--- src/rtl/cma_pkg.sv ---
package cma_pkg;

  // Accumulator store geometry
  localparam int ACC_W   = 64;
  localparam int DEPTH   = 64;
  localparam int ADDR_W  = 6;
  localparam int RAM_W   = 2 * ACC_W;

  // Register indexes on the configuration port
  localparam logic REG_BETA       = 1'b0;
  localparam logic REG_NUM_COEFFS = 1'b1;

  localparam logic [31:0] BETA_RESET   = 32'd65536;
  localparam logic [5:0]  NC_RESET     = 6'd31;
  localparam logic [5:0]  MAX_ORDER    = 6'd63;

  // Fixed point constants
  localparam logic signed [31:0] ONE_Q30      = 32'sd1073741824;
  localparam logic [61:0]        ONE_Q60      = 62'd1 << 60;
  localparam logic [31:0]        WEIGHT_CLIP  = 32'hFFFF_FFFF;
  // Above this root the factor 2^54/s fits in 32 bits
  localparam logic [30:0]        ROOT_LIMIT   = 31'd4194304;
  // 2^54 taken apart: top part as the first remainder, 32 zero bits to follow
  localparam logic [31:0]        F_REM0       = 32'd4194304;
  localparam logic [31:0]        INV_PI_Q32   = 32'd1367130551;
  localparam logic [31:0]        TWO_INV_PI_Q32 = 32'd2734261102;

  localparam logic [5:0] X_DIV_STEPS = 6'd31;
  localparam logic [5:0] F_DIV_STEPS = 6'd32;

  typedef struct packed {
    logic        start;
    logic [31:0] rem0;
    logic [31:0] low;
    logic [31:0] divisor;
    logic [5:0]  steps;
  } div_req_t;

  typedef struct packed {
    logic        done;
    logic [31:0] quot;
  } div_rsp_t;

  typedef struct packed {
    logic        start;
    logic [61:0] radicand;
  } sqrt_req_t;

  typedef struct packed {
    logic        done;
    logic [30:0] root;
  } sqrt_rsp_t;

endpackage

--- src/rtl/cma_div.sv ---
module cma_div
  import cma_pkg::*;
(
  input  logic     clk,
  input  logic     rst,
  input  div_req_t req,
  output div_rsp_t rsp
);

  logic        busy;
  logic [31:0] rem;
  logic [31:0] low;
  logic [31:0] dvs;
  logic [31:0] quot;
  logic [5:0]  cnt;
  logic        done;

  logic [32:0] trial;
  logic        ge;
  logic [32:0] diff;

  // One quotient bit per cycle
  always_comb begin
    trial = {rem, low[31]};
    ge    = trial >= {1'b0, dvs};
    diff  = trial - {1'b0, dvs};
  end

  always_ff @(posedge clk) begin
    if (rst) begin
      busy <= 1'b0;
      done <= 1'b0;
    end else begin
      done <= !req.start && busy && cnt == 6'd1;
      if (req.start) begin
        busy <= 1'b1;
      end else if (busy && cnt == 6'd1) begin
        busy <= 1'b0;
      end
    end
  end

  // Shift remainder, numerator bits and quotient
  always_ff @(posedge clk) begin
    if (req.start) begin
      rem  <= req.rem0;
      low  <= req.low;
      dvs  <= req.divisor;
      cnt  <= req.steps;
      quot <= '0;
    end else if (busy) begin
      rem  <= ge ? diff[31:0] : trial[31:0];
      low  <= {low[30:0], 1'b0};
      quot <= {quot[30:0], ge};
      cnt  <= cnt - 6'd1;
    end
  end

  assign rsp.done = done;
  assign rsp.quot = quot;

endmodule

--- config.mk ---
export PLATFORM = sky130hd
export DESIGN_NAME = cma_div
export DESIGN_NICKNAME = d
export VERILOG_FILES = /design/src/rtl/cma_pkg.sv /design/src/rtl/cma_div.sv
export SDC_FILE = /design/constraint.sdc
export NUM_CORES = 1
export LEC_CHECK = 0
export BUFFER_PORTS_ARGS = -buffer_cell sky130_fd_sc_hd__buf_4
export CORE_MARGIN = 10
export CORE_UTILIZATION = 56
export DETAILED_ROUTE_END_ITERATION = 7
export PLACE_DENSITY = 0.8
export SLEW_MARGIN = 10
export SYNTH_ARGS = -nofsm -noshare
export SYNTH_HDL_FRONTEND = slang
export SYNTH_SLANG_ARGS = --single-unit
--- constraint.sdc ---
create_clock -name clk -period 3.3 [get_ports clk]
set_input_delay 0.99 -clock clk [delete_from_list [all_inputs] [get_ports clk]]
set_output_delay 0.99 -clock clk [all_outputs]
set_load 0.03 [all_outputs]
### After elaboration in Yosys (flattened, before gate mapping)

Cells that the tools add are included.

| word-level totals | value |
|---|---|
| register bits | 136 |
| bits of input ports | 105 |
| output and inout port bits | 33 |

| cells by class | value |
|---|---|
| $add $sub $neg | 2 |
| order comparisons | 1 |
| equal/unequal tests | 1 |
| muxes and demuxes | 9 |
| reductions and logical operators | 6 |

Operator list:

| kind | count |
|---|---|
| $mux W32 | 5 |
| $ge A33 B32 Y1 | 1 |
| $sub A32 B32 Y32 | 1 |
| $mux W6 | 2 |
| $eq A6 B1 Y1 const B | 1 |
| $sub A6 B1 Y6 const B | 1 |
| $reduce_bool A2 Y1 | 2 |
| $logic_and A1 B1 Y1 | 3 |
| $mux W1 | 2 |
| $logic_not A1 Y1 | 1 |

### Logic depth before layout (Yosys ltp)

| logic depth | value |
|---|---|
| depth after elaboration | 4 |
| gate-level depth with buffers | 14 |
| mapped depth without buffers | 13 |

### Least setup slack after synthesis

OpenSTA, ideal clock, no wires.

| path | value |
|---|---|
| path type | register to register |
| start point | register low[31] |
| end point | register rem[28], data pin |
| library setup time | 0.261 ns |
| data arrival time | 2.536 ns |
| data required time | 3.039 ns |
| slack | 0.503 ns |
| stages on the path, launching flop included | 14 |
| path buffers | 0 |
| period minus slack after synthesis | 2.797 ns |
| cells stage by stage | edfxtp_1 inv_1 ha_1 inv_1 fa_1 a21oi_1 o21ai_1 a211oi_1 o21ai_1 nand2_1 nand4b_1 a221oi_2 xnor2_1 a221o_1 |

| between the ends | value |
|---|---|
| word-level cells in the longest chain between the ends | 4 |
| elaborated cells on any way between the ends | 5 |

RTL lines:

| item | RTL line | text |
|---|---|---|
| from (decl) | cma_div.sv:12 | `logic [31:0] low;` |
| from (signal assigned) | cma_div.sv:47 | `low <= req.low;` |
| from (signal assigned) | cma_div.sv:53 | `low <= {low[30:0], 1'b0};` |
| $sub A32 B32 Y32 / $ge A33 B32 Y1 (equally long branches) | cma_div.sv:26, cma_div.sv:25 |  |
| $mux W32 * | cma_div.sv:52 | `rem <= ge ? diff[31:0] : trial[31:0];` |
| $mux W32 * | cma_div.sv:51 | `end else if (busy) begin` |
| $mux W32 * | cma_div.sv:45 | `if (req.start) begin` |
| to (signal assigned) | cma_div.sv:46 | `rem <= req.rem0;` |
| to (signal assigned) | cma_div.sv:52 |  |
| to (decl) | cma_div.sv:11 | `logic [31:0] rem;` |

Every way passes the cells marked *; elsewhere a longest branch is shown, timed or not. The select of a mux whose other input is x is not followed.
A chain may end at the register's enable or synchronous reset.

### Worst setup path after layout

Ends and elaborated chain as after synthesis.

==> impl_results.md <==
- Detailed placer's ending HPWL: 12.6 mm
- Core ar.: 13100 sq um
- Chip Width: 135 um
- Start of the worst register-to-register path: low[31]
- Sink Count: 136
- Final setup viols: 0
- Clock root cell: clkbuf_16
- M1 GR Usage: 22.1%
- Synth area leader: edfxtp_1
- Clock latency on the worst-skew pair: 0.43 ns
- Util after Layout: 71.1%
- DIE HEIGHT: 135 um
- Max clock buf depth: 2
- Highest-count cells in the layout ignoring fill and taps: 150 x buf_4, 102 x edfxtp_1, 60 x nand2_1, 54 x nor2_1, 50 x mux2_2
- Ports: 138
- GR Overflow Total: 0
- Max cap viols: 0
- Synth Net Count: 821
- Synth async-reset ratio: 0%
- Top post-synthesis cells by area: edfxtp_1 41%, dfxtp_1 9.2%, mux2_2 7.6%
- Worst Reg-to-Reg Cells: 13
- Via count: 5560
- Setup ws final: 0.190 ns
- Num rows: 42
- Critical Path Fanout Max: 4
- Die ar.: 18300 sq um
- Layout cells sized above 1: 30.9%
- Max-slew violation count: 0
- GP Congestion: 0.901
- Post-Route WL: 17.1 mm
- Setup TNS: 0 ns
- I/O Buffers: 137
- Commonest non-fill, non-tap cell in the layout: buf_4
- Cell variety after synth: 61
- First-pass GRT wire length: 28.5 mm
- Hold slack: 0.498 ns
- Period utilization: 94.2%
- Pre-antenna DRT Iters: 5
- CTS tree: done
- NumNets Final: 959
- Synthesized instance count: 681
- Placed cell area: 8690 sq um
- Filler instances: 992
- Flops & latches, synth: 136
- Min Tclk post-route: 3.11 ns
- Outcome: finished, final reports clean
- Initial antenna violation count: 0
- Register area share after synthesis: 50.4%
- Largest net degree at the start of global routing: 53
- Share of the synthesized area in the top cell type: 41.2%
- Initial core utilization: 56.5%
- Number of flops mapped to enable cells by yosys: 102
- Worst EP required: 3.48 ns
- Wire per inst: 17.0 um
- Routing usage on met2: 32.4%
- DRC Markers: 0
- Crit start category: flop
- Cell Chain, Critical Path: inv_1 -> ha_1 -> inv_1 -> fa_1 -> a21oi_2 -> o21ai_2 -> a211oi_1 -> o21ai_2 -> nand2_1 -> nand4b_1 -> a221oi_2 -> xnor2_1 -> a221o_1
- N_diodes: 0
- Main synth FF type: edfxtp_1
- Syn. warnings: 0
- Worst Path Arrival: 3.29 ns
- Synth Cell Area: 7430 sq um
- F_max: 322 MHz
- Dpl cells: 974
- CTS Hold Buffers Added: 0
- Pwr/cell area: 762 nW/um^2
- Max_slew headroom: 59.7%
- Setup Crit Path Kind: reg -> reg
- Gr usage total: 19.3%
- Setup WS pre-CTS: 0.0727 ns
- Vias in the first global route: 5926
- Synthesized area per cell: 10.9 sq um
- CP max stage cell: fa_1
- Number of buffers created by CTS: 17
- Largest stage delay on the critical path: 0.43 ns
- Reg-to-reg critical path endpoint: rem[28]
- H-tree depth: 4
- R2R Setup Slk: 0.19 ns
- Vias per cell: 5.52
- Met3 GRT Util: 6.82%
- Non-Filler Instances: 1008
- Hold path cells: 2
- Post-route cell area: 9340 sq um
- Pleak: 3.97 nW
- Final ANT Viol Nets: 0
- Tot Pwr: 7.12 mW
- Hold endpoint: quot[31]
- Crit end category: flop
- Final hold violations: 0
- Hold Crit Start: quot[31]
- Final Skew: 0.0116 ns
- GR peak layer: met2
- Iter 0 DRT Violations: 363
- VDD IR-drop max: 397 uV
- Worst Hold Class: reg -> reg
- Worst-Margin Slew: 0.605 ns
- Area delta synth->final: 25.7%
- CTS clk-pin slew, worst paths: 0.07 ns
==> critical path, delay by kind of cell (launching register included) <==
family | cells | cell delay [ns]
buffers and inverters | 2 | 0.14
xor gates and xnor gates | 1 | 0.10
adders and majority gates | 2 | 0.59
and+or+nand+nor | 2 | 0.28
AOI/OAI and AO/OA | 6 | 1.38
DFF | 1 | 0.38
==> report_power, final <==
| part | switching [mW] | leakage, nW | internal [mW] | total, mW |
|---|---|---|---|---|
| clock | 0.816 | 0.309 | 1.13 | 1.95 |
| sequential | 0.136 | 1.29 | 2.19 | 2.32 |
| combinational | 1.56 | 2.36 | 1.29 | 2.85 |
==> kinds of logic (layout without fill, tap and decap cells) <==
logic type | after synthesis | count (layout) | share of synthesized area (%)
XOR/XNOR | 31 | 31 | 3.66
multiplexers | 82 | 82 | 11.9
adder cells (fa/ha/maj) | 35 | 35 | 6.00
buffers and inverters | 83 | 234 | 4.83
AO/OA/AOI/OAI | 141 | 141 | 12.3
flip-flops | 136 | 136 | 50.4
AND/OR/NAND/NOR | 173 | 173 | 10.9
==> worst max-delay path by stage <==
stage               startpoint       to  slack [ns]  cells after the start
floorplan              low[31]  rem[28]        0.50                     13
global placement       low[31]  rem[28]        0.25                     13
detailed placement     low[31]  rem[26]        0.07                     13
CTS                    low[31]  rem[26]        0.04                     13
global route           low[31]  rem[28]      -0.008                     13
finish                 low[31]  rem[28]        0.19                     13
==> layer usage <==
| layer | vias up | share of wire, % |
|---|---|---|
| met5 | - | 0 |
| met4 | 0 | 1.7 |
| met3 | 26 | 7.3 |
| met2 | 145 | 49 |
| met1 | 2644 | 41 |
| li1 | 2745 | - |
==> what timing repair did <==
item	CTS	global route
resized for setup	0	6
buffers inserted	0	2
endpoints found under the hold margin	0	0
setup endpoints to repair	0	8
==> registers in the layout, summed over array words and instances (netlist names) <==
register and count:
dvs 32, low 32, quot 32, rem 32, cnt 6, busy 1, done 1
==> Yosys cell counts (3+ instances only) <==
cell type and n:
a211oi_1 6, a21o_1 10, a21oi_1 40, a21oi_2 3, a221o_1 4, and2_1 5
and3_1 3, and3b_1 5, buf_1 7, buf_2 8, buf_4 4, buf_6 3
clkbuf_1 14, dfxtp_1 34, edfxtp_1 102, ha_1 34, inv_1 47, mux2_2 50
mux2i_1 32, nand2_1 60, nand3_1 12, nand4_1 5, nor2_1 55, nor2b_1 5
nor3_1 6, nor3b_1 3, o211ai_1 8, o21ai_0 36, o21ai_1 7, o21bai_1 3
xnor2_1 17, xor2_1 14
==> final cells by class <==
| type | instances | area, sq um | area share (%) |
|---|---|---|---|
| Sequential cell | 136 | 3740 | 40.1 |
| Clock buffer | 20 | 500 | 5.36 |
| Tap cell | 176 | 220 | 2.36 |
| Inverter | 47 | 176 | 1.89 |
| Clock inverter | 12 | 115 | 1.23 |
| Multi-Input combinational cell | 462 | 3360 | 35.9 |
| Timing Repair Buffer | 155 | 1230 | 13.1 |
Power figures use the tool's default switching activity.
