==> src/rtl/cma_ram.sv <==
module cma_ram #(
  parameter int WIDTH = 8,
  parameter int DEPTH = 16
) (
  input  logic                     clk,
  input  logic                     we,
  input  logic [$clog2(DEPTH)-1:0] waddr,
  input  logic [WIDTH-1:0]         wdata,
  input  logic [$clog2(DEPTH)-1:0] raddr,
  output logic [WIDTH-1:0]         rdata
);

  logic [WIDTH-1:0] mem [DEPTH];

  // Write port and registered read port
  always_ff @(posedge clk) begin
    if (we) begin
      mem[waddr] <= wdata;
    end
    rdata <= mem[raddr];
  end

endmodule

==> config.mk <==
export PLATFORM = sky130hd
export DESIGN_NAME = cma_ram
export DESIGN_NICKNAME = d
export VERILOG_FILES = /design/src/rtl/cma_ram.sv
export SDC_FILE = /design/constraint.sdc
export NUM_CORES = 1
export LEC_CHECK = 0
export BUFFER_PORTS_ARGS = -buffer_cell sky130_fd_sc_hd__buf_2
export CAP_MARGIN = 40
export CORE_ASPECT_RATIO = 1.2
export CORE_MARGIN = 10
export CORE_UTILIZATION = 45
export CTS_CLUSTER_DIAMETER = 200
export DETAILED_ROUTE_END_ITERATION = 10
export GPL_ROUTABILITY_DRIVEN = 0
export PLACE_DENSITY_LB_ADDON = 0.3
export SLEW_MARGIN = 20
export SYNTH_ARGS = -nofsm -noshare
export SYNTH_HDL_FRONTEND = slang
export SYNTH_SLANG_ARGS = --single-unit
==> constraint.sdc <==
create_clock -name clk -period 1.7 [get_ports clk]
set_input_delay 0.255 -clock clk [delete_from_list [all_inputs] [get_ports clk]]
set_output_delay 0.255 -clock clk [all_outputs]
set_load 0.005 [all_outputs]
# Word-level counts from Yosys, hierarchy flattened
# Memory sizes are Yosys's and may differ from the RTL's. A register that Yosys moved wholly into a read port is not among the register bits.
# Cells that the tools add are included.
[totals]
register_bits = 0
latch_bits = 0
mem_bits_rw = 128
mem_bits_ro = 0
inputBits = 18
output_inout_bits = 8
wordCells = 3
n_memories = 1
[memory_table]
columns = ["memory", "words", "width", "read_ports", "rd_clocked_by_memory_dff", "write_ports", "line", "rtl"]
rows = [
  ["mem", 16, 8, 1, 1, 1, "13", "logic [WIDTH-1:0] mem [DEPTH];"],
]
[classes]
addsub = 0
mul = 0
div_mod_pow = 0
n_lt_le_gt_ge = 0
n_eq_ne = 0
shifts = 0
n_mux = 2
bitwise = 0
n_reduce_logical = 0
[ops]
columns = ["cell", "count"]
rows = [
  ["$mux 1", 2],
]

# Logic depth before layout (Yosys ltp)
# Gate-level depths: netlist of run 1.
[depth]
depth_word = 2
ltp_mapped = 5
mapped_depth_nobuf = 3

# Worst setup path before layout of run 1
# Ideal clock, no wire load.
[synth_path]
path_kind = "input to register"
from = "input port waddr[2]"
to = "memory mem[0][0], enable pin"
setup_ns = 0.383
arrival_time_ns = 1.365
required_time_ns = 1.317
path_slack_ns = -0.048
stages = 2
cell_sequence = "or3b_2 > nor3_1"
[synth_lines]
columns = ["element", "line", "rtl"]
rows = [
  ["start: declaration", "7", "input logic [$clog2(DEPTH)-1:0] waddr,"],
  ["end: declaration", "13", ""],
]
# No word-level cell before the write port.

==> out/metrics.yaml, run 1 <==
synth:
  synth-simple-area-share_pct: 3.184
  syn_nets: 247
  synth_top_area_share_pct: 74.67
  ys_seq_area_share_pct: 77.78
  synth_top_family_by_area: "multiplexers"
  netlist_instances: 229
  synth_mux_area_share_pct: 15.02
  synthAdderAreaFrac_pct: 0
  synth_area_leaders: "edfxtp_1, mux4_2, mux4_1, dfxtp_1, a22oi_1"
  synth_area_sq_mm: 0.005147
  synth_warnings: 0
  ys_seq_elements: 136
  post_synth_num_cell_types: 19
  synth_xor_area_share_pct: 0
  synth_compound_area_share_pct: 2.333
  synth_top_area_cell: "edfxtp_1"
  avgSynthCellArea_sq_um: 22.48
setup_path:
  worstPathCellList: "mux4_1 > a22oi_1 > nand2_1"
  crit_type: "flop to flop"
  worstPathArrival_ps: 1660
  slowest_delay_ps: 520
  worstPathMaxFanout: 1
  rrSetupSlack_ps: 320
  r2r_start: "mem[10][3]$_DFFE_PP_"
  worst_ep_required_time_ps: 1990
  cp-start-kind: "flop"
  reg2reg_depth: 3
  end_kind: "flop"
  crit_slowest_cell: "mux4_1"
  r2r-end: "rdata[3]$_DFF_P_"
power_and_ir_drop:
  max-vdd-ir-drop_uv: 804.0
  combPwrFrac_pct: 4.9
  seqPwrFrac_pct: 50.4
  swShare_pct: 19.54
  finalPower_mw: 7.478
  p_switching_mw: 1.461
  p_per_area_mw_per_mm2: 1205
  pwr-share-clk_pct: 44.7
  p_leak_nw: 2.151
  internal-power_mw: 6.017
finish:
  n_fill_cell: 855
  final_cells: 461
  multiInputGateArea_sq_mm: 0.001062
  fin_area_sq_mm: 0.006206
  area_growth_syn_to_layout_pct: 20.56
  num_antenna_cells: 0
  final_nets: 312
  drive_gt1_share_pct: 34.53
  area.sequential_sq_mm: 0.004004
placement:
  place_inst: 429
  hpwlAfterDp_um: 6693
  place_worst_setup_slack_ps: -8.438
  io_buffers: 25
  place_area_sq_mm: 0.005654
sta:
  slew_headroom_pct: 75.43
  setup_tns_ps: 0
  min_period_over_period_pct: 81.00
  tightest_slew_ps: 365.7
  skew_ps: 6.088
  rsz0062_at_grt: "no"
  setup_viol: 0
  fmax_ghz: 0.7262
  hold_violations: 0
  slew_violations: 0
  setup_slack_ps: 322.9
  post-route-min-period_ps: 1377
route:
  post-route-drc-count: 0
  drt-initial-drc-count: 118
  drt_first_pass_iters: 7
  num_vias: 2454
  drt-total-wl_um: 9937
  avgViaCountPerCell: 5.323
  ant_nets: 0
  wl_per_cell_um: 21.56
clock_tree:
  cts_tree: "yes"
  clk_latency_ps: 410
  holdBufCountCts: 0
  cts_resized: 0
  cts_max_path_buffers: 2
  cts.sinks: 136
  root_buffer: "clkbuf_16"
  cts_made_buffers: 17
  cts_setup_buffers: 0
  clk_pin_slew_ps: 50
  h-tree-depth: 4
min_path:
  worstHoldStart: "wdata[5]"
  worst_hold_path_type: "input port to flop"
  hold_depth: 1
  holdPathEnd: "mem[6][5]$_DFFE_PP_"
grt:
  grt_antenna_before_repair: 0
  grt_pass1_wl_um: 15640
  grt_max_degree: 20
  grt_remaining_overflow: 0
  track_usage_pct: 13.34
  grt_pass1_vias: 2641
status:
  outcome: "finished clean"
floorplanning:
  ios: 26
  rows: 42
  start_util_pct: 46.42
  core_sq_mm: 0.01109
  die-area_sq_mm: 0.01613
  dieHeight_um: 137.2
  die_w_um: 117.6
run:
  max_cap_violations: 0
[cell usage in the layout (no fill, tap or decap), types with 8 or more instances in the layout]
master	instances
edfxtp_1	128
buf_4	28
buf_2	25
mux4_2	18
clkbuf_16	17
a22oi_1	16
mux4_1	14
nor2_1	13
nand2_1	9
clkinv_2	8
dfxtp_1	8
[Yosys cell counts]
master             n
a22oi_1           16
and2_1             1
and2b_1            1
buf_2              3
buf_4              1
buf_6              3
clkdlybuf4s25_2    3
dfxtp_1            8
edfxtp_1         128
mux4_1            14
mux4_2            18
nand2_1            9
nand2b_1           2
nand3_1            1
nand3b_1           2
nor2_1            13
nor2b_1            1
nor3_1             4
or3b_2             1
[registers in the layout, indices dropped and copies added, names as in the netlist]
register / cells
rdata: 8
mem: 128
[how the worst max path moves through the flow]
| stage | start | end | slack (ps) | cells after the start |
|---|---|---|---|---|
| 6_report | mem[10][3]$_DFFE_PP_ | rdata[3]$_DFF_P_ | 320 | 3 |
| 5_1_grt | mem[2][0]$_DFFE_PP_ | rdata[0]$_DFF_P_ | 260 | 3 |
| 4_1_cts | mem[10][3]$_DFFE_PP_ | rdata[3]$_DFF_P_ | 300 | 3 |
| 3_5_place_dp | raddr[0] | rdata[3]$_DFF_P_ | -8 | 5 |
| 3_3_place_gp | raddr[0] | rdata[3]$_DFF_P_ | 3 | 5 |
| 2_1_floorplan | waddr[2] | mem[3][0]$_DFFE_PP_ | 180 | 2 |
[per-stage QoR]
step | utilization, % | hold slack (ps)
final | 55.97 | 239.2
after global routing | 55.97 | 232.9
after CTS | 55.97 | 232.5
after detailed placement | 50.99 | 649.0
after global placement | 50.99 | 645.2
after floorplan | - | 353.9
[layout make-up]
cell class,count,area share [%]
multi-input cells,83,17.12
well taps,154,3.105
repair buffers,56,6.371
flip-flops and latches,136,64.52
clock inverters,10,1.250
clock buffers,22,7.641
[power by group through the flow]
stage	logic, mW	registers, mW	clock network, mW
detailed placement	0.374	3.84	0
floorplan	0.191	3.84	0
CTS	0.375	3.77	3.38
global placement	0.364	3.84	0
global route	0.400	3.78	3.55
finish	0.364	3.77	3.34
[per-layer routing]
layer,track usage (%),vias up,routed length [um]
li1,-,1104,-
met1,15.82,1280,4307
met4,5.227,0,141
met3,4.287,9,388
met5,0,-,0
met2,22.31,61,5099
[critical path, delay by kind of cell, from the launching register on]
family	cells	cell delay [ps]
and+or+nand+nor	1	80
AOI/OAI and AO/OA	1	290
DFF	1	360
muxes	1	520
[logic make-up after synthesis]
| group | count (synthesis) |
|---|---|
| flip-flops | 136 |
| AND/OR/NAND/NOR | 35 |
| AO/OA/AOI/OAI | 16 |
| multiplexers | 32 |
| buffers and inverters | 10 |
Power figures use the tool's default switching activity.
==> run 2, diff against run 1 <==
Clock period 1.7 ns to 1.3 ns, I/O delays scaled along.
==> run 2 against run 1 <==
The flow now finishes with violations (setup timing). Wire length rose by 2.4%. Count of clock-buffer cells in the layout shrank 2. Clock power up 45%. Non-clock buffer count is 10 higher. Die area did not move. Cell area increased by 3.1%. Power rose by 38%. Critical path type unchanged. Largest cell class unchanged. Highest routed layer unchanged.
==> out/metrics.yaml, run 2 (synthesis results as in run 1) <==
finish:
  final_cells: 471
  largest_reg_flops: 128
  mostFrequentLayoutCells: "edfxtp_1, buf_4, mux4_2"
  area_growth_syn_to_layout_pct: 24.36
  final_nets: 322
  max_flop_register: "mem"
  final_common_cell: "edfxtp_1"
  reg_top3: "mem (128), rdata (8)"
  num_antenna_cells: 0
  drive_gt1_share_pct: 43.85
min_path:
  worst_hold_path_type: "input port to flop"
  worstHoldStart: "wdata[6]"
  holdPathEnd: "mem[5][6]$_DFFE_PP_"
  hold_depth: 1
grt:
  grt_remaining_overflow: 0
  grt_antenna_before_repair: 0
  track_usage_pct: 13.52
  grt_max_degree: 19
  grt_pass1_vias: 2683
  grt_pass1_wl_um: 15750
route:
  num_vias: 2533
  drt-initial-drc-count: 123
  avgViaCountPerCell: 5.378
  wl_per_cell_um: 21.61
  drt_first_pass_iters: 4
  post-route-drc-count: 0
  drt-total-wl_um: 10180
  ant_nets: 0
clock_tree:
  cts.sinks: 136
  cts_made_buffers: 17
  cts_tree: "yes"
  holdBufCountCts: 0
  clk_pin_slew_ps: 60
  h-tree-depth: 4
  root_buffer: "clkbuf_16"
  cts_setup_buffers: 0
  clk_latency_ps: 420
  cts_max_path_buffers: 2
sta:
  tightest_slew_ps: 790.6
  setup_viol: 1
  slew_violations: 0
  fmax_ghz: 0.7600
  min_period_over_period_pct: 101.2
  setup_tns_ps: -15.78
  hold_violations: 0
  post-route-min-period_ps: 1316
  skew_ps: 4.675
  slew_headroom_pct: 47.18
  setup_slack_ps: -15.78
  rsz0062_at_grt: "yes"
floorplanning:
  rows: 42
  die-area_sq_mm: 0.01613
  start_util_pct: 46.42
  dieHeight_um: 137.2
  core_sq_mm: 0.01109
  die_w_um: 117.6
  ios: 26
setup_path:
  cp-start-kind: "flop"
  r2r-end: "rdata[1]$_DFF_P_"
  worst_ep_required_time_ps: 1610
  worstPathArrival_ps: 1620
  worstPathMaxFanout: 1
  reg2reg_depth: 3
  end_kind: "flop"
  rrSetupSlack_ps: -20
  r2r_start: "mem[2][1]$_DFFE_PP_"
  crit_type: "flop to flop"
power_and_ir_drop:
  finalPower_mw: 10.30
  p_leak_nw: 2.191
  p_per_area_mw_per_mm2: 1608
  max-vdd-ir-drop_uv: 877.5
placement:
  io_buffers: 25
  place_inst: 438
  hpwlAfterDp_um: 6767
status:
  outcome: "finished with violations"
  failed_checks: "setup timing"
run:
  max_cap_violations: 0
run 2: report_power, final:
| part | internal, mW | switching [mW] | total (mW) |
|---|---|---|---|
| clock | 3.10 | 1.73 | 4.83 |
| combinational | 0.249 | 0.280 | 0.529 |
| sequential | 4.90 | 0.0300 | 4.93 |
run 2: how the worst max path moves through the flow:
stage                   startpoint          endpoint  slack [ps]  depth (start not counted)
2_1_floorplan             raddr[0]  rdata[1]$_DFF_P_         -30                          5
3_3_place_gp              raddr[0]  rdata[7]$_DFF_P_        -350                          6
3_5_place_dp              raddr[0]  rdata[7]$_DFF_P_        -370                          6
4_1_cts        mem[9][3]$_DFFE_PP_  rdata[3]$_DFF_P_          -5                          3
5_1_grt        mem[2][1]$_DFFE_PP_  rdata[1]$_DFF_P_         -60                          3
6_report       mem[2][1]$_DFFE_PP_  rdata[1]$_DFF_P_         -20                          3
run 2: through the flow:
stage                     utilization [%]  cell area (sq um)  worst slack [ps]  hold WS, ps
after global routing                57.73               6401            -58.51        153.3
after global placement              52.11               5778            -350.0        581.5
after detailed placement            52.11               5778            -366.5        581.5
after CTS                           57.77               6406            -4.732        144.6
after floorplan                         -               5191            -31.47        293.9
final                               57.73               6401            -15.78        158.9
run 2: cell type report:
class / instances / area [sq um]
Fill cell: 824 / 4687
Timing Repair Buffer: 66 / 495.5
Clock buffer: 20 / 456.7
Multi-Input combinational cell: 83 / 1104
Sequential cell: 136 / 4004
Clock inverter: 12 / 148.9
Tap cell: 154 / 192.7
run 2: what timing repair did:
| item | CTS | global route |
|---|---|---|
| resized for setup | 8 | 8 |
| endpoints found under the setup margin | 6 | 7 |
| pin swaps | 2 | 5 |
| endpoints found under the hold margin | 0 | 0 |
run 2: critical path: stages (launching register included):
cell and delay, ps:
edfxtp_1 410, mux4_2 490, a22oi_2 240, nand2_1 70
run 2: metal layers:
metal,routed length (um),share of wire [%],vias to the layer above,global-route usage (%)
li1,-,-,1117,-
met1,4471,44,1317,16.51
met2,5003,49,84,21.31
met3,509,5.0,15,4.369
met4,195,1.9,0,6.946
met5,0,0,-,0
