--- src/rtl/cma_pkg.sv ---
package cma_pkg;

  // Accumulator store geometry
  localparam int ACC_W   = 64;
  localparam int DEPTH   = 64;
  localparam int ADDR_W  = 6;
  localparam int RAM_W   = 2 * ACC_W;

  // Register indexes on the configuration port
  localparam logic REG_BETA       = 1'b0;
  localparam logic REG_NUM_COEFFS = 1'b1;

  localparam logic [31:0] BETA_RESET   = 32'd65536;
  localparam logic [5:0]  NC_RESET     = 6'd31;
  localparam logic [5:0]  MAX_ORDER    = 6'd63;

  // Fixed point constants
  localparam logic signed [31:0] ONE_Q30      = 32'sd1073741824;
  localparam logic [61:0]        ONE_Q60      = 62'd1 << 60;
  localparam logic [31:0]        WEIGHT_CLIP  = 32'hFFFF_FFFF;
  // Above this root the factor 2^54/s fits in 32 bits
  localparam logic [30:0]        ROOT_LIMIT   = 31'd4194304;
  // 2^54 taken apart: top part as the first remainder, 32 zero bits to follow
  localparam logic [31:0]        F_REM0       = 32'd4194304;
  localparam logic [31:0]        INV_PI_Q32   = 32'd1367130551;
  localparam logic [31:0]        TWO_INV_PI_Q32 = 32'd2734261102;

  localparam logic [5:0] X_DIV_STEPS = 6'd31;
  localparam logic [5:0] F_DIV_STEPS = 6'd32;

  typedef struct packed {
    logic        start;
    logic [31:0] rem0;
    logic [31:0] low;
    logic [31:0] divisor;
    logic [5:0]  steps;
  } div_req_t;

  typedef struct packed {
    logic        done;
    logic [31:0] quot;
  } div_rsp_t;

  typedef struct packed {
    logic        start;
    logic [61:0] radicand;
  } sqrt_req_t;

  typedef struct packed {
    logic        done;
    logic [30:0] root;
  } sqrt_rsp_t;

endpackage

--- src/rtl/cma_sqrt.sv ---
module cma_sqrt
  import cma_pkg::*;
(
  input  logic      clk,
  input  logic      rst,
  input  sqrt_req_t req,
  output sqrt_rsp_t rsp
);

  logic        busy;
  logic        done;
  logic [61:0] dsh;
  logic [32:0] rem;
  logic [30:0] root;
  logic [4:0]  cnt;

  logic [34:0] rem_sh;
  logic [34:0] trial;
  logic        ge;
  logic [34:0] diff;

  // One root bit per cycle, two radicand bits brought down
  always_comb begin
    rem_sh = {rem, dsh[61:60]};
    trial  = {2'b00, root, 2'b01};
    ge     = rem_sh >= trial;
    diff   = rem_sh - trial;
  end

  always_ff @(posedge clk) begin
    if (rst) begin
      busy <= 1'b0;
      done <= 1'b0;
    end else begin
      done <= !req.start && busy && cnt == 5'd1;
      if (req.start) begin
        busy <= 1'b1;
      end else if (busy && cnt == 5'd1) begin
        busy <= 1'b0;
      end
    end
  end

  always_ff @(posedge clk) begin
    if (req.start) begin
      dsh  <= req.radicand;
      rem  <= '0;
      root <= '0;
      cnt  <= 5'd31;
    end else if (busy) begin
      dsh  <= {dsh[59:0], 2'b00};
      rem  <= ge ? diff[32:0] : rem_sh[32:0];
      root <= {root[29:0], ge};
      cnt  <= cnt - 5'd1;
    end
  end

  assign rsp.done = done;
  assign rsp.root = root;

endmodule
--- config.mk ---
export PLATFORM = sky130hd
export DESIGN_NAME = cma_sqrt
export DESIGN_NICKNAME = d
export VERILOG_FILES = /design/src/rtl/cma_pkg.sv /design/src/rtl/cma_sqrt.sv
export SDC_FILE = /design/constraint.sdc
export NUM_CORES = 1
export LEC_CHECK = 0
export ABC_AREA = 1
export BUFFER_PORTS_ARGS = -buffer_cell sky130_fd_sc_hd__buf_2
export CAP_MARGIN = 20
export CORE_ASPECT_RATIO = 1.2
export CORE_UTILIZATION = 40
export DETAILED_ROUTE_END_ITERATION = 16
export HOLD_SLACK_MARGIN = 0.05
export SYNTH_ARGS = -nofsm -noshare
export SYNTH_HDL_FRONTEND = slang
export SYNTH_SLANG_ARGS = --single-unit
--- constraint.sdc ---
create_clock -name clk -period 4.2 [get_ports clk]
set_clock_uncertainty 0.05 [all_clocks]
set_input_delay 0.84 -clock clk [delete_from_list [all_inputs] [get_ports clk]]
set_output_delay 0.84 -clock clk [all_outputs]
set_load 0.02 [all_outputs]
# Yosys cells after proc, flatten, opt, wreduce, memory -nomap -nowiden
# Index checks and enable logic that the tools add are counted.
[word_totals]
regBits = 133
inputBits = 65
out_inout_bits = 32
[op_classes]
add_sub_neg = 2
order_cmp = 1
n_eq_ne = 1
mux = 5
reduce_logical = 6
[op_table]
columns = ["cell", "n"]
rows = [
  ["62-bit two-way mux", 2],
  ["35-bit by 33-bit >= comparator with 1-bit output", 1],
  ["33-bit two-way mux", 1],
  ["33-bit subtractor", 1],
  ["5-bit by 1-bit equality test with 1-bit output (second input constant)", 1],
  ["5-bit by 1-bit subtractor with 5-bit output (second input constant)", 1],
  ["2-bit nonzero test", 2],
  ["1-bit logical AND", 3],
  ["1-bit two-way mux", 2],
  ["1-bit logical NOT", 1],
]

# Depth between registers and ports, before layout
# Gate-level depths: netlist of run 1.
[logic_depth]
ltp_word = 4
mapped_depth = 16
ltp_nobuf = 16

# Worst setup path before layout of run 1
# Ideal clock, no wire load.
[synth_path]
path_kind = "input to register"
startpoint = "in req[62] in the netlist's numbering"
endpoint = "reg dsh[0] (enable)"
setup_ns = 0.451
t_arrival_ns = 3.207
required_ns = 3.699
slack_ns = 0.493
cell_stages = 4
path_buffers = 2
path_cell_list = "clkbuf_1 > nor2_1 > inv_1 > clkbuf_1"
[synth_via]
elab_chain_cells = 1
[synth_rtl]
columns = ["element", "line_no", "text"]
rows = [
  ["start, declared", "cma_sqrt.sv:6", "input sqrt_req_t req,"],
  ["2-bit nonzero test (no line)", "-", ""],
  ["end signal, assigned", "cma_sqrt.sv:46", "dsh <= req.radicand;"],
  ["end signal, assigned", "cma_sqrt.sv:51", "dsh <= {dsh[59:0], 2'b00};"],
  ["end, declared", "cma_sqrt.sv:12", "logic [61:0] dsh;"],
]
# No other way between the ends.
# A chain may end at the register's enable or synchronous reset.

# Worst setup path in the final report of run 1
[layout_path]
startpoint = "reg root[11]"
endpoint = "reg rem[31]"
[layout_via]
elab_chain_cells = 2
elab_cells_between_ends = 3
classes_between = "add/sub (1); order compare (1); mux (1)"
[layout_rtl]
columns = ["element", "line_no", "text"]
rows = [
  ["start, declared", "cma_sqrt.sv:14", "logic [30:0] root;"],
  ["start signal, assigned", "cma_sqrt.sv:53", "root <= {root[29:0], ge};"],
  ["33-bit subtractor or 35-bit by 33-bit >= comparator with 1-bit output (tied branches)", "cma_sqrt.sv:27, cma_sqrt.sv:26", ""],
  ["33-bit two-way mux *", "cma_sqrt.sv:52", "rem <= ge ? diff[32:0] : rem_sh[32:0];"],
  ["end signal, assigned", "cma_sqrt.sv:52", ""],
  ["end, declared", "cma_sqrt.sv:13", "logic [32:0] rem;"],
]
# Every way passes the cells marked *; elsewhere a longest branch is shown, timed or not.

==> reports/summary.txt, run 1 <==
CTS max path bufs - 2
Final setup TNS - 0 ns
Synth Register Bits - 133
Period utilization - 72.5%
Crit path top cell by count - nand2_1
RSZ-0062 raised after global routing - no
Worst vdd ir - 0.405 mV
Ant diodes - 0
Vias - 7216
Fraction of layout cells with a size suffix above 1 - 12.8%
Post-synthesis async set-or-reset flop share - 0%
Min Tclk post-route - 3.05 ns
FILL cells - 2039
EDFF count, synth - 62
Max-slew violations - 0
Global router's overall resource usage - 21.5%
GR Overflow Total - 0
Crit path arrival time - 3.31 ns
Hold violation count in the final report - 0
Max-slew headroom - 52.8%
CP Cell Sequence - inv_1 -> ha_1 -> nand2_2 -> inv_1 -> nand2_2 -> inv_2 -> nand2_1 -> nor2_1 -> nand2_1 -> nand3_1 -> nor2_2 -> buf_4 -> nand2_2 -> nand2_1 -> nand2_1 -> nand2_1 -> nand2_1
Crit. End Element - flop
CTS resizes - 0
Clock Latency Late Sink - 0.42 ns
Syn_nets - 1253
Routed WL per cell - 13.5 um
Post-synthesis sequential area ratio - 41.1%
Worst Max-Slew Pin Slew - 0.706 ns
Avg Inst Size Synth - 6.93 um2
Initial antenna violation count - 0
Req. time, crit path - 4.47 ns
Syn Std Cell Area - 7990 um2
Leading area contributor after synthesis - nand2_1
DR vias/cell - 4.76
Clk root buf - clkbuf_16
CTS tree - yes
Critical path's slowest cell - nand2_2
Pleak - 4.91 nW
Ys Warns - 0
Post-Synthesis Cells - 1153
CTS Buf Count - 17
Die area - 20500 um2
Post-synth top area share - 25.2%
First DRT Iteration DRCs - 356
Inst Count DP - 1484
Hpwl dp - 15.2 mm
H-tree depth - 4
Worst setup SP type - flop
Synth top area cells - nand2_1 (25%), edfxtp_1 (23%), dfxtp_1 (18%), inv_1 (7.5%), ha_1 (5.5%)
Die width - 131 um
Initial core utilization - 40.9%
Final std cells w/o fill - 1516
Gpl congestion - 0.951
Post-synth top cells - nand2_1 (536), inv_1 (160), dfxtp_1 (71)
Residual DRC count - 0
Max Fclk - 328 MHz
Core outline area - 19500 um2
Die Y - 157 um
Min-Delay Path Class - flop to flop
Distinct cells, synth - 34
Vias in the first global route - 7009
Top_reg_cell synth - dfxtp_1
Pwr per Cell Area - 693 nW/um2
Clock-pin slew on the worst setup and hold paths - 0.07 ns
R2R Setup Slk - 1.15 ns
Setup violations, final - 0
Setup CP Type - flop to flop
Router iterations before antenna repair - 5
Largest net degree at the start of global routing - 61
Hold Buf Count CTS - 0
Cell Rows - 56
First-pass GRT wire length - 33.9 mm
Port-buffer cells - 96
Post-route antenna net violation count - 0
Max-Cap Viols - 0
Top Ports - 97
Final nets - 1342
Overall routed net length - 20.5 mm
Synth-to-Final Area Change - 15.9%
# clock sinks - 133
Worst stage delay on the critical path - 0.51 ns
Status - finished clean
Most frequent cell after synthesis - nand2_1
CP max FO - 34
Post-CTS Setup Bufs - 0
==> flip-flops by register name, summed over array words and instances (netlist names) <==
register,cells
busy,1
rem,33
cnt,5
dsh,62
root,31
done,1
==> per-layer routing <==
metal  global-route usage (%)  vias up  part of all wire [%]
met5                        0        -                     0
met4                     7.22        0                   1.9
met3                     3.66       29                   3.8
met2                     39.0      164                    50
met1                     25.1     3245                    44
li1                         -     3778                     -
==> layout by cell type (no fill, tap or decap) <==
| cell type | instances |
|---|---|
| clkbuf_16 | 17 |
| nand3b_4 | 1 |
| buf_2 | 96 |
| clkinvlp_4 | 1 |
| clkbuf_1 | 1 |
| inv_6 | 5 |
| xnor2_1 | 14 |
| and2_1 | 2 |
| nor4_1 | 1 |
| nor3_1 | 7 |
| or2_2 | 1 |
| a21oi_1 | 21 |
| nor2_2 | 9 |
| clkinv_1 | 1 |
| nand4_4 | 1 |
| clkinv_4 | 3 |
| xor2_1 | 1 |
| inv_2 | 1 |
| nand4_1 | 3 |
| o22ai_1 | 30 |
| nor2_1 | 48 |
| a211oi_1 | 1 |
| nand2_1 | 536 |
| nand3b_1 | 32 |
| inv_8 | 2 |
| clkinv_2 | 4 |
| inv_1 | 159 |
| buf_4 | 9 |
| edfxtp_1 | 62 |
| dfxtp_1 | 71 |
| nand2_2 | 7 |
| o21ai_0 | 10 |
| nor2_4 | 2 |
| o21bai_1 | 2 |
| buf_12 | 1 |
| bufinv_16 | 1 |
| nand3_1 | 56 |
| ha_1 | 35 |
| a22oi_1 | 1 |
==> cell families after synthesis <==
| family | count (synthesis) | synth area share [%] |
|---|---|---|
| AO/OA/AOI/OAI | 65 | 4.67 |
| XOR/XNOR | 15 | 1.64 |
| adder cells (fa/ha/maj) | 35 | 5.48 |
| buffers and inverters | 199 | 10.2 |
| flip-flops | 133 | 41.1 |
| AND/OR/NAND/NOR | 706 | 36.9 |
==> report_power, final <==
part	leakage [nW]	internal (W)	switching [W]
Clock	0.280	0.000832	0.000637
Sequential	1.21	0.00152	0.0000813
Combinational	3.41	0.00111	0.00223
==> path summary, 6_finish.rpt <==
check | startpoint | endpoint | cells past startpoint
max | root[11] | rem[31] | 17
min | rem[31] | rem[31] | 2
max reg2reg | root[11] | rem[31] | 17
min reg2reg | rem[31] | rem[31] | 2
==> area by class of cell <==
type / count / area [um2] / share of cell area [%]
tap: 261 / 327 / 3.53
multi-input combinational: 821 / 3900 / 42.1
timing repair buffer: 106 / 568 / 6.14
sequential: 133 / 3280 / 35.5
clock inverter: 14 / 140 / 1.51
inverter: 163 / 614 / 6.64
clock buffer: 18 / 429 / 4.64
==> per-stage QoR <==
step / hold slack, ns / power (W) / util, % / setup slack [ns] / instance area [um2]
final: 0.404 / 0.00642 / 47.4 / 1.15 / 9260
after global routing: 0.423 / 0.00695 / 47.4 / 0.795 / 9260
after CTS: 0.407 / 0.00644 / 47.4 / 1.16 / 9260
after detailed placement: 0.393 / 0.00495 / 44.5 / 1.18 / 8690
after global placement: 0.394 / 0.00494 / 44.5 / 1.24 / 8690
after floorplan: 0.376 / 0.00424 / - / 0.493 / 7990
==> critical path: cells and delay by family, from the launching register on <==
family | cells | cell delay (ns)
adder cells (fa/ha/maj) | 1 | 0.37
buffers and inverters | 4 | 0.51
flip-flops | 1 | 0.32
AND/OR/NAND/NOR | 12 | 1.67
Note: power is estimated with default switching activity, not from simulation.
==> run 2, diff against run 1 <==
--- a/config.mk
+++ b/config.mk
@@ -5,7 +5,7 @@
 export SDC_FILE = /design/constraint.sdc
 export NUM_CORES = 1
 export LEC_CHECK = 0
-export ABC_AREA = 1
+export ABC_AREA = 0
 export BUFFER_PORTS_ARGS = -buffer_cell sky130_fd_sc_hd__buf_2
 export CAP_MARGIN = 20
 export CORE_ASPECT_RATIO = 1.2
==> constraint.sdc (replaced) <==
create_clock -name clk -period 2.6 [get_ports clk]
set_clock_uncertainty 0.05 [all_clocks]
set_input_delay 0.52 -clock clk [delete_from_list [all_inputs] [get_ports clk]]
set_output_delay 0.52 -clock clk [all_outputs]
set_load 0.02 [all_outputs]
==> run 2 against run 1 <==
Compared with the run above: the flow now finishes with violations (DRC, setup timing); register-to-register slack got worse by 1.5 ns; fmax rose by 4.7%; total power rose by 140%; critical path type unchanged; non-clock buffer count rose by 124; highest routed layer unchanged; die area fell by 9.2%; combinational power rose to 3.0 times the previous value; sequential power rose by 73%.
==> reports/summary.txt, run 2 <==
Status - finished with violations (was finished clean)
Violated checks - DRC, setup timing
RSZ-0062 raised after global routing - yes (was no)
Leading area contributor after synthesis - edfxtp_1 (was nand2_1)
Cell Rows - 53 (was 56)
Syn_nets - 793 (was 1253)
Ant diodes - 0 (unchanged)
DR vias/cell - 5.16 (was 4.76)
Synth-to-Final Area Change - 36.0% (was 15.9%)
Routed WL per cell - 15.1 um (was 13.5 um)
First-pass GRT wire length - 28.6 mm (was 33.9 mm)
Req. time, crit path - 2.86 ns (was 4.47 ns)
Overall routed net length - 17.2 mm (was 20.5 mm)
Worst vdd ir - 1.02 mV (was 0.405 mV)
Post-synth top area share - 25.7% (was 25.2%)
Clock Latency Late Sink - 0.43 ns (was 0.42 ns)
Placed inst area - 8920 um2 (was 8690 um2)
Worst stage delay on the critical path - 0.50 ns (was 0.51 ns)
Die area - 18600 um2 (was 20500 um2)
Final nets - 1003 (was 1342)
Vias in the first global route - 6066 (was 7009)
Largest net degree at the start of global routing - 64 (was 61)
Setup violations, final - 34 (was 0)
Gpl congestion - 0.879 (was 0.951)
Pleak - 4.29 nW (was 4.91 nW)
Largest reg by FF count - dsh (unchanged)
CP Cell Sequence - inv_2 -> ha_4 -> nand4_1 -> or4_4 -> o2111a_1 -> a21o_1 -> o211a_1 -> o21ai_4 -> buf_4 -> clkbuf_16 -> buf_12 -> xnor2_2 -> o21ai_1 (was inv_1 -> ha_1 -> nand2_2 -> inv_1 -> nand2_2 -> inv_2 -> nand2_1 -> nor2_1 -> nand2_1 -> nand3_1 -> nor2_2 -> buf_4 -> nand2_2 -> nand2_1 -> nand2_1 -> nand2_1 -> nand2_1)
Crit path arrival time - 3.17 ns (was 3.31 ns)
Hold violation count in the final report - 0 (unchanged)
Hold path startpoint - rst (was rem[31])
Inst Count DP - 1095 (was 1484)
Post-Synthesis Cells - 693 (was 1153)
Final std cells w/o fill - 1136 (was 1516)
Clk root buf - clkbuf_16 (unchanged)
Synth Register Bits - 133 (unchanged)
Finished layout cell area - 9840 um2 (was 9260 um2)
Pwr per Cell Area - 1540 nW/um2 (was 693 nW/um2)
Top_reg_cell synth - dfxtp_1 (unchanged)
Crit. End Element - flop (unchanged)
Min Tclk post-route - 2.91 ns (was 3.05 ns)
EDFF count, synth - 62 (unchanged)
Ys Warns - 0 (unchanged)
First DRT Iteration DRCs - 279 (was 356)
Router iterations before antenna repair - 10 (was 5)
CTS max path bufs - 2 (unchanged)
Max-slew headroom - 47.7% (was 52.8%)
Worst Max-Slew Pin Slew - 0.784 ns (was 0.706 ns)
Die width - 125 um (was 131 um)
Max Fclk - 344 MHz (was 328 MHz)
Vias - 5865 (was 7216)
Period utilization - 112% (was 72.5%)
Synth top area cells - edfxtp_1 (26%), dfxtp_1 (20%), mux2_2 (9.3%), mux2i_1 (7.6%), ha_1 (6.0%) (was nand2_1 (25%), edfxtp_1 (23%), dfxtp_1 (18%), inv_1 (7.5%), ha_1 (5.5%))
Worst setup margin - -0.309 ns (was 1.15 ns)
Port-buffer cells - 96 (unchanged)
Max-Cap Viols - 0 (unchanged)
Max reg flops - 62 (unchanged)
Distinct cells, synth - 62 (was 34)
Initial antenna violation count - 0 (unchanged)
FF-to-FF Start - root[10] (was root[11])
Clock-pin slew on the worst setup and hold paths - 0.07 ns (about the same)
Worst Hold Slack - 0.216 ns (was 0.404 ns)
Initial core utilization - 41.0% (was 40.9%)
GR Overflow Total - 0 (unchanged)
Power Total - 0.0152 W (was 0.00642 W)
Post-route antenna net violation count - 0 (unchanged)
Syn Std Cell Area - 7240 um2 (was 7990 um2)
Min-Delay Path Class - primary input to flop (was flop to flop)
H-tree depth - 4 (unchanged)
Post-synthesis async set-or-reset flop share - 0% (unchanged)
Most frequent cells in the layout - buf_4 (127), buf_2 (95), edfxtp_1 (62) (was nand2_1 (536), inv_1 (159), buf_2 (96))
Hpwl dp - 12.1 mm (was 15.2 mm)
Setup CP Type - flop to flop (unchanged)
Post-synth top cells - dfxtp_1 (71), edfxtp_1 (62), mux2_2 (60) (was nand2_1 (536), inv_1 (160), dfxtp_1 (71))
Top Ports - 97 (unchanged)
Largest regs - dsh (62), rem (33), root (31) (unchanged)
# clock sinks - 133 (unchanged)
Fraction of layout cells with a size suffix above 1 - 41.8% (was 12.8%)
Residual DRC count - 8 (was 0)
CP max FO - 8 (was 34)
Die Y - 149 um (was 157 um)
Worst setup SP type - flop (unchanged)
CTS tree - yes (unchanged)
Setup crit start - root[10] (was root[11])
Critical path's slowest cell - or4_4 (was nand2_2)
Max-slew violations - 0 (unchanged)
Core outline area - 17600 um2 (was 19500 um2)
Most frequent cell after synthesis - dfxtp_1 (was nand2_1)
Pre-CTS setup slack - -0.322 ns (was 1.18 ns)
Post-synthesis sequential area ratio - 45.4% (was 41.1%)
Leading cell type in the layout, fill and taps excluded - buf_4 (was nand2_1)
Global router's overall resource usage - 19.2% (was 21.5%)
Avg Inst Size Synth - 10.4 um2 (was 6.93 um2)
CTS Buf Count - 17 (unchanged)
==> run 2: path summary, 6_finish.rpt <==
kind	to	slack, ns	depth (start not counted)
max	rem[0]	-0.31	13
min	done	0.22	2
max reg2reg	rem[0]	-0.31	13
min reg2reg	rem[31]	0.41	2
==> run 2: logic make-up (layout without fill, tap and decap cells) <==
group	Yosys count	count (layout)	synth area share, %
AOI/OAI and AO/OA	142	142	13.1
adders and majority gates	35	35	6.05
xor gates and xnor gates	34	34	4.11
muxes	115	115	16.9
DFF	133	133	45.4
buffers and inverters	81	304	4.53
and+or+nand+nor	153	153	9.92
==> run 2: through the flow <==
stage,TNS [ns],utilization (%)
after floorplan,-8.67,-
final,-7.56,55.8
after global placement,-7.69,50.6
after global routing,-12.13,55.8
after CTS,-7.94,54.7
after detailed placement,-8.75,50.6
==> run 2: area by class of cell <==
cell class	instances	area (um2)
timing repair buffer	230	1570
inverter	42	161
sequential	133	3310
clock inverter	15	174
clock buffer	17	425
fill	1539	7790
tap	220	275
multi-input combinational	479	3930
==> run 2: per-layer routing <==
metal | track usage (%) | wire (um)
met1 | 22.4 | 7350
met2 | 33.9 | 8550
met3 | 5.20 | 958
met4 | 7.20 | 329
met5 | 0 | 0
==> run 2: power by group <==
part | internal [W] | switching, W
logic | 0.00542 | 0.00459
clock network | 0.00130 | 0.00112
registers | 0.00255 | 0.000217
==> run 2: repair_timing <==
action                                  4_1_cts  5_1_grt
gates resized for setup                      20       20
buffers inserted                              3        4
endpoints found under the setup margin       34       34
pin swaps                                     7        9
cloned                                        0        2
hold buffers                                  0        0
==> run 2: critical path: cells and delay by family (launching register included) <==
| family | cells | cell delay, ns |
|---|---|---|
| adders and majority gates | 1 | 0.25 |
| xor gates and xnor gates | 1 | 0.09 |
| DFF | 1 | 0.34 |
| buffers and inverters | 4 | 0.45 |
| and+or+nand+nor | 2 | 0.62 |
| AOI/OAI and AO/OA | 5 | 0.97 |
